**src/teb_pkg.sv**
```systemverilog
// shared constants and types for the triangle edge test
package teb_pkg;

    localparam int VERT_W  = 24;
    localparam int PIX_W   = 12;
    localparam int SUB_W   = 8;
    localparam int WF      = 16;
    localparam int WW      = WF + 2;
    localparam int DIFF_W  = VERT_W + 1;
    localparam int PROD_W  = 2 * DIFF_W;
    localparam int AREA_W  = PROD_W + 1;
    localparam int SUM_W   = AREA_W + 2;
    localparam int MAG_W   = SUM_W;
    localparam int REM_W   = MAG_W + 1;
    localparam int QB      = WF + 1;

    localparam logic [WW-1:0] THIRD   = WW'((1 << WF) / 3);
    localparam logic [WW-1:0] W_MAX   = WW'((1 << (WF + 1)) - 1);
    localparam logic [WW-1:0] W_MIN   = WW'(1 << (WF + 1));

    // word carried along the divider row; lane 0 is weight a, 1 is b, 2 is c
    typedef struct packed {
        logic                       vld;
        logic                       degen;
        logic                       in_tri;
        logic [MAG_W-1:0]           ns;
        logic [2:0]                 neg;
        logic [2:0]                 sat;
        logic [2:0][REM_W-1:0]      rem;
        logic [2:0][QB-1:0]         q;
    } teb_word_t;

endpackage

```
**src/teb_div_cell.sv**
```systemverilog
// one restoring division cell: one quotient bit for each of the three lanes
module teb_div_cell (
    input  logic                  clk,
    input  logic                  rst_n,
    input  logic                  en,
    input  teb_pkg::teb_word_t    word_in,
    output teb_pkg::teb_word_t    word_out
);
    import teb_pkg::*;

    teb_word_t        word_reg;
    teb_word_t        word_next;
    logic [REM_W-1:0] diff;
    logic             qbit;

    always_comb
    begin
        word_next = word_in;
        diff      = '0;
        qbit      = 1'b0;
        for (int i = 0; i < 3; i++)
        begin
            qbit = word_in.rem[i] >= {1'b0, word_in.ns};
            diff = qbit ? word_in.rem[i] - {1'b0, word_in.ns} : word_in.rem[i];
            word_next.rem[i] = {diff[REM_W-2:0], 1'b0};
            word_next.q[i]   = {word_in.q[i][QB-2:0], qbit};
        end
    end

    always_ff @(posedge clk or negedge rst_n)
    begin
        if (!rst_n)
        begin
            word_reg <= '0;
        end
        else if (en)
        begin
            word_reg <= word_next;
        end
    end

    assign word_out = word_reg;

endmodule

```
**config.mk**
```make
export PLATFORM = sky130hd
export DESIGN_NAME = teb_div_cell
export DESIGN_NICKNAME = d
export VERILOG_FILES = /design/src/teb_pkg.sv /design/src/teb_div_cell.sv
export SDC_FILE = /design/constraint.sdc
export NUM_CORES = 1
export LEC_CHECK = 0
export BUFFER_PORTS_ARGS = -buffer_cell sky130_fd_sc_hd__buf_2
export CORE_MARGIN = 10
export CORE_UTILIZATION = 56
export CTS_BUF_LIST = sky130_fd_sc_hd__clkbuf_2
export DETAILED_ROUTE_END_ITERATION = 8
export PLACE_DENSITY = 0.93
export RECOVER_POWER = 100
export SLEW_MARGIN = 25
export SYNTH_ARGS = -nofsm -noshare
export SYNTH_HDL_FRONTEND = slang
export SYNTH_SLANG_ARGS = --single-unit
```
**constraint.sdc**
```tcl
create_clock -name clk -period 1.02 [get_ports clk]
set_clock_uncertainty 0.05 [all_clocks]
set_input_delay 0.102 -clock clk [delete_from_list [all_inputs] [get_ports clk]]
set_output_delay 0.102 -clock clk [all_outputs]
set_load 0.01 [all_outputs]
```
==> flow_summary.toml, run 1 <==
[placement]
place.gp.congestion = 1.13
place_area_mm2 = 0.0301
hpwl_mm = 84.7
pre_cts_slack_ns = -2.62
port_buffers = 546

[synthesis]
ys_types = 74
synth_area_mm2 = 0.0210
ys_seq_area_share_pct = 32.4
synth_compound_area_share_pct = 22.9
synth_cells = 2549
synth_top_family_by_area = "compound AO/OA/AOI/OAI gates"
synth_edf_count = 0
ys_ff_latch = 272
avgSynthCellArea_um2 = 8.23
synth_warnings = 0
synthSimpleGateAreaFrac_pct = 17.5
synth_xor_area_share_pct = 5.51
async_flop_share_pct = 100
synth_ff_type = "dfrtp_1"
synthMuxAreaShare_pct = 7.12
synth_fa_ha_area_share_pct = 9.77

[grt]
grt_max_degree = 61
overflow = 762
grt_pass1_wl_mm = 297
grt_pass1_vias = 42000
grt_use_total_pct = 85.6

[floorplanning]
rows = 70
start_util_pct = 57.1
die_w_um = 214
pin_count = 553
die_h_um = 214

[run_status]
failing_step = "5_1_grt"
status = "did not finish"
error_line = "[ERROR GRT-0116] Global routing finished with congestion. Check the congestion regions in the DRC Viewer."

[clock_network]
clkSinkCount = 272
cts-root-buf = "clkbuf_2"
clock_path_buffers = 3
numCtsBuffers = 76
ctsHtreeMaxLevel = 3
[logic make-up after synthesis]
family,Yosys count
buf+inv,249
mux,135
simple gates,829
other cells,1
fa+ha+maj,162
xor+xnor,132
compound gates,769
flops,272
[layer usage]
metal | GRT overflow | track usage [%]
met2 | 438 | 97.2
met1 | 37 | 80.2
met4 | 252 | 88.6
met5 | 5 | 64.2
met3 | 30 | 79.8
[metrics by stage]
step,hold WS [ns],TNS [ns],cells
after floorplan,-0.244,-265.59,2551
after global placement,-0.109,-357.61,4172
after detailed placement,-0.106,-388.42,4172
after CTS,-0.778,-447.97,4602
[synth_stat cells, types with 18 or more instances]
master    number  area, µm²
nor3_1        33        165
mux2i_1       21        210
a31oi_1       90        563
a211oi_1      21        158
and3_1        23        144
nor2_1       257        965
ha_1         159       1990
o21bai_1      35        263
nand4_1       44        275
dfrtp_1      272       6810
xnor2_1       83        727
clkbuf_1     106        398
inv_1        104        390
nand2_1      316       1190
nor2b_1       18        113
xor2_1        49        429
and2_1        18        113
o21a_1        22        165
o21ai_0       92        460
a21oi_1      294       1470
mux2_2       114       1280
nand3_1       60        300
buf_2         24        120
a21o_1        95        713
[repair_timing]
item                                    in CTS
endpoints found under the hold margin      544
gates cloned                                 2
gates resized for setup                    196
pin swaps                                   82
hold buffers                               248
setup buffers                               48
endpoints found under the setup margin     434
==> inputs of run 2 (changes only) <==
--- a/config.mk
+++ b/config.mk
@@ -7,10 +7,9 @@
 export LEC_CHECK = 0
 export BUFFER_PORTS_ARGS = -buffer_cell sky130_fd_sc_hd__buf_2
 export CORE_MARGIN = 10
-export CORE_UTILIZATION = 56
-export CTS_BUF_LIST = sky130_fd_sc_hd__clkbuf_2
+export CORE_UTILIZATION = 40
 export DETAILED_ROUTE_END_ITERATION = 8
-export PLACE_DENSITY = 0.93
+export PLACE_DENSITY_LB_ADDON = 0.15
 export RECOVER_POWER = 100
 export SLEW_MARGIN = 25
 export SYNTH_ARGS = -nofsm -noshare
==> flow_summary.toml, run 2 <==
[clock_network]
tritoncts = "built"
cts-root-buf = "clkbuf_16"
worstSkewPairLatency_ns = 0.56
clock_path_buffers = 3
numCtsBuffers = 34
ctsHtreeMaxLevel = 2
clkSinkCount = 272
path_clk_slew_ns = 0.07

[setup_path]
critPathMaxFanout = 5
end_kind = "flip-flop"
arrival_ns = 3.39
start_kind = "primary input"
crit_required_ns = 1.40
critPathKind = "in2reg"

[pwr]
finalPower_mw = 50.5
p_switching_mw = 18.6
sw_frac_of_total_pct = 36.8
power_frac_comb_pct = 47.9
clock_power_share_pct = 24.7
powerDensity_mw_per_mm2 = 1290
power.internal_mw = 31.9
seqPwrFrac_pct = 27.3
ir_drop_v = 0.00158
leakage_nw = 19.0

[timing]
fin_setup_tns_ns = -342.09
rsz0062_at_grt = "true"
relSlewSlack_pct = 56.1
drv_slew = 0
period_minus_slack_ns = 3.01
fin_ws_ns = -1.99
tightest_slew_ns = 0.659
hold_viol = 0
min_period_over_period_pct = 295
fmax_ghz = 0.332
setup-violations-final = 536

[synthesis]
ys_types = 74
synth_warnings = 0
synth_area_mm2 = 0.0210
synth_ff_type = "dfrtp_1"
synth_edf_count = 0
async_flop_share_pct = 100
yosysTopAreaCell = "dfrtp_1"
yosys-top-cells-area = "dfrtp_1, ha_1, a21oi_1"
yosysMostFrequentCell = "nand2_1"
synth_top_cell_area_share_pct = 32.4
synth_common_cells = "nand2_1, a21oi_1, dfrtp_1"
avgSynthCellArea_um2 = 8.23
synth_cells = 2549
ys_seq_area_share_pct = 32.4
ys_ff_latch = 272

[placement]
place.gp.congestion = 0.956
port_buffers = 546
place_area_mm2 = 0.0309
hpwl_mm = 82.9

[floorplanning]
die_w_um = 249
pin_count = 553
rows = 83
die-area_mm2 = 0.0620
core_mm2 = 0.0516
die_h_um = 249
start_util_pct = 40.7

[final_layout]
nNetsFinal = 4741
fin_area_mm2 = 0.0393
area.growth.synth_to_final_pct = 87.2
drive_above_1_share_pct = 48.5
final_cell_mix = "buf_4, buf_2, nand2_1, dfrtp_1, dlygate4sd3_1"
final_common_cell = "buf_4"
largest_reg_flops = 272

[min_path]
hp-class = "in2reg"

[detailed_routing]
drtAntennaViolNets = 0
firstDrtPassIters = 6
drc = 0
totalWireLength_mm = 119
vias = 28600
wire_per_inst_um = 23.6
via_per_inst = 5.69
drtIter0Drc = 2527

[run_status]
status = "complete, but fails checks"
failed_checks = "setup timing"

[grt]
grt_use_total_pct = 35.0
antenna_found_initial = 17
grt_pass1_vias = 29100
overflow = 0
grt_max_degree = 56
grt_pass1_wl_mm = 172

[flow_run]
drv_cap = 0
-- run 2: cell counts after synthesis --
No cell type changed its count.
-- run 2: path summary, 6_finish.rpt --
path | startpoint | to | slack (ns) | cells past startpoint
max | word_in[225] | word_out[60]$_DFFE_PN0P_ | -1.99 | 18
min | word_in[160] | word_out[161]$_DFFE_PN0P_ | 0.05 | 5
max reg2reg | word_out[82]$_DFFE_PN0P_ | word_out[82]$_DFFE_PN0P_ | 0.01 | 3
min reg2reg | word_out[14]$_DFFE_PN0P_ | word_out[14]$_DFFE_PN0P_ | 0.45 | 1
max in group asynchronous | rst_n | word_out[270]$_DFFE_PN0P_ | 0.01 | 3
min in group asynchronous | rst_n | word_out[114]$_DFFE_PN0P_ | 0.13 | 2
-- run 2: stage by stage --
stage / util (%) / worst slack, ns / cells / hold slack (ns)
after floorplan: - / -1.80 / 2551 / -0.244
after global placement: 59.8 / -2.61 / 4469 / -0.0503
after detailed placement: 59.8 / -2.64 / 4469 / -0.0481
after CTS: 74.4 / -1.79 / 4968 / -0.0410
after global routing: 76.1 / -1.97 / 5019 / 0.0687
final: 76.1 / -1.99 / 5020 / 0.0510
-- run 2: power groups by stage --
stage               Clock (mW)  Combinational (mW)  Sequential, mW
global placement             0                17.9            13.6
floorplan                    0                8.10            14.2
global route              13.1                25.6            13.9
finish                    12.5                24.2            13.8
CTS                       12.5                22.5            13.6
detailed placement           0                18.1            13.7
-- run 2: logic make-up after synthesis --
| logic type | Yosys count | share of synthesized area [%] |
|---|---|---|
| AOI/OAI and AO/OA | 769 | 22.9 |
| other | 1 | 0.0179 |
| xor gates and xnor gates | 132 | 5.51 |
| DFF | 272 | 32.4 |
| muxes | 135 | 7.12 |
| adders and majority gates | 162 | 9.77 |
| and+or+nand+nor | 829 | 17.5 |
| buffers and inverters | 249 | 4.74 |
-- run 2: worst max-delay path, cell delays in order --
cell	delay (ns)
buf_2	0.14
inv_2	0.10
buf_4	0.15
buf_4	0.14
ha_1	0.30
buf_4	0.14
nand4_1	0.19
buf_4	0.23
buf_4	0.12
or4_4	0.54
o21ai_2	0.15
a221oi_2	0.10
o21a_4	0.21
buf_12	0.16
buf_6	0.13
buf_16	0.13
a21oi_1	0.22
o21ai_0	0.14
-- run 2: cell type report --
type / count / area, µm²
antenna: 16 / 40.0
clock buffer: 45 / 963
inverter: 107 / 473
clock inverter: 14 / 146
timing repair buffer: 1855 / 14900
fill: 3508 / 12300
multi-input combinational: 2031 / 15100
tap: 680 / 851
sequential: 272 / 6810
-- run 2: repair_timing --
item / CTS / global route
resized for setup: 479 / 144
hold endpoints to repair: 538 / 0
hold buffers: 269 / 0
buffers inserted: 161 / 38
setup endpoints to repair: 434 / 544
cloned: 15 / 2
pin swaps: 142 / 105
-- run 2: per-layer routing --
| metal | track usage (%) | wire, µm | share of wire, % |
|---|---|---|---|
| met5 | 0 | 19 | 0.016 |
| met4 | 16.4 | 6860 | 5.8 |
| met3 | 7.24 | 9810 | 8.3 |
| met2 | 57.7 | 54900 | 46 |
| met1 | 43.3 | 47100 | 40 |
Power figures use the tool's default switching activity.
==> inputs of run 3 (changes only) <==
--- a/config.mk
+++ b/config.mk
@@ -5,12 +5,12 @@
 export SDC_FILE = /design/constraint.sdc
 export NUM_CORES = 1
 export LEC_CHECK = 0
-export BUFFER_PORTS_ARGS = -buffer_cell sky130_fd_sc_hd__buf_2
+export BUFFER_PORTS_ARGS = -buffer_cell sky130_fd_sc_hd__buf_4
 export CORE_MARGIN = 10
 export CORE_UTILIZATION = 40
 export DETAILED_ROUTE_END_ITERATION = 8
 export PLACE_DENSITY_LB_ADDON = 0.15
-export RECOVER_POWER = 100
+export RECOVER_POWER = 50
 export SLEW_MARGIN = 25
 export SYNTH_ARGS = -nofsm -noshare
 export SYNTH_HDL_FRONTEND = slang
==> flow_summary.toml, run 3 (synthesis gave the netlist of run 2 again) <==
[run_status]
status = "complete, but fails checks"
failed_checks = "setup timing"

[detailed_routing]
wire_per_inst_um = 26.0
drtAntennaViolNets = 0
totalWireLength_mm = 133
drc = 0
drtIter0Drc = 3266
firstDrtPassIters = 6
vias = 30300
via_per_inst = 5.93

[placement]
hpwl_mm = 82.2
port_buffers = 546
place.gp.congestion = 1.02
dp.cells = 4463

[timing]
period_minus_slack_ns = 2.92
setup-violations-final = 490
timing.hold.ws_ns = 0.0413
min_period_over_period_pct = 286
relSlewSlack_pct = 46.0
drv_slew = 0
fin_ws_ns = -1.90
rsz0062_at_grt = "true"
fmax_ghz = 0.342
hold_viol = 0
tightest_slew_ns = 0.801

[final_layout]
fin_cells = 5111
fin_util_pct = 83.1
nNetsFinal = 4831
n_fill_cell = 2800
final_cell_mix = "buf_4, buf_6, dlygate4sd3_1"
area.growth.synth_to_final_pct = 104
largest_reg_flops = 272
drive_above_1_share_pct = 52.9
final_common_cell = "buf_4"

[floorplanning]
core_mm2 = 0.0516
die_h_um = 249
die-area_mm2 = 0.0620
start_util_pct = 40.7
rows = 83
die_w_um = 249
pin_count = 553

[flow_run]
drv_cap = 0

[pwr]
finalPower_mw = 56.4
powerDensity_mw_per_mm2 = 1320
ir_drop_v = 0.00195
leakage_nw = 20.3

[setup_path]
crit_family = "compound AO/OA/AOI/OAI gates"
slowest_stage = "ha_4"
crit_chain = "buf_6 > clkinvlp_4 > ha_4 > nand4_1 > a211oi_2 > o21ai_2 > a211oi_2 > o21ai_2 > a21oi_2 > o211ai_1 > buf_4 > nand2_8 > bufbuf_16 > nand2_1 > a31oi_2"
arrival_ns = 3.34
reg2reg_from = "word_out[117]$_DFFE_PN0P_"
critPathMaxFanout = 7
r2r_end = "word_out[117]$_DFFE_PN0P_"
ff2ff_setup_slack_ns = -0.12
crit_buf_inv = 4
critPathKind = "in2reg"
crit_start = "word_in[230]"
worstRegToRegCells = 4
crit_required_ns = 1.44
end_kind = "flip-flop"
crit_end = "word_out[135]$_DFFE_PN0P_"
path_depth = 15
start_kind = "primary input"
max_stage_delay_ns = 0.39

[clock_network]
numCtsBuffers = 35
worstSkewPairLatency_ns = 0.56
tritoncts = "built"
cts-root-buf = "clkbuf_16"
path_clk_slew_ns = 0.07
clock_path_buffers = 3
ctsHtreeMaxLevel = 2
clkSinkCount = 272

[grt]
grt_max_degree = 39
overflow = 0
grt_pass1_wl_mm = 175
antenna_found_initial = 15
grt_pass1_vias = 29500
grt_use_total_pct = 35.8

[min_path]
hp-class = "in2reg"
-- run 3: repair_timing --
item	4_1_cts	5_1_grt
hold buffers	276	0
buffers inserted	160	140
endpoints found under the hold margin	541	0
resized for setup	641	324
pin swaps	198	158
endpoints found under the setup margin	434	445
gates cloned	14	2
-- run 3: final cells by class --
| cell class | count | area, µm² | share of cell area, % |
|---|---|---|---|
| clock buffer | 42 | 962 | 2.24 |
| clock inverter | 22 | 318 | 0.741 |
| antenna | 13 | 32.5 | 0.0759 |
| tap | 680 | 851 | 1.98 |
| multi-input combinational | 2031 | 15900 | 37.1 |
| timing repair buffer | 1944 | 17500 | 40.8 |
| sequential | 272 | 6810 | 15.9 |
| inverter | 107 | 494 | 1.15 |
-- run 3: worst reg2reg max path: cells and delay by family, from the launching register on --
family | cells | cell delay (ns)
compound gates | 1 | 0.07
buf+inv | 2 | 0.27
flops | 1 | 0.42
simple gates | 1 | 0.20
-- run 3: where the power goes --
group,switching (mW),internal (mW)
sequential,1.70,12.4
combinational,13.2,14.7
clock,5.79,8.58
total,20.7,35.7
-- run 3: worst min path at each step --
stage	start	endpoint	slack [ns]	cells past startpoint
2_1_floorplan	rst_n	word_out[0]$_DFFE_PN0P_	-0.24	0
3_3_place_gp	rst_n	word_out[11]$_DFFE_PN0P_	-0.17	1
3_5_place_dp	rst_n	word_out[11]$_DFFE_PN0P_	-0.16	1
4_1_cts	rst_n	word_out[112]$_DFFE_PN0P_	0.01	3
5_1_grt	en	word_out[196]$_DFFE_PN0P_	0.06	4
6_report	word_in[219]	word_out[160]$_DFFE_PN0P_	0.04	6
-- run 3: routing by layer --
| layer | track usage, % | wire [µm] | vias to the layer above |
|---|---|---|---|
| met5 | 0 | 34 | - |
| met4 | 17.6 | 10100 | 6 |
| met3 | 6.81 | 13200 | 733 |
| met2 | 59.8 | 61600 | 2218 |
| met1 | 43.7 | 47700 | 14500 |
| li1 | - | - | 12900 |
-- run 3: stage by stage --
step           TNS, ns  instance area (µm²)  setup slack (ns)
6_report       -345.21                42900             -1.90
4_1_cts        -320.28                40400             -1.71
5_1_grt        -366.79                42900             -1.92
3_3_place_gp   -383.31                32300             -2.49
3_5_place_dp   -388.52                32300             -2.48
2_1_floorplan  -265.59                21500             -1.80
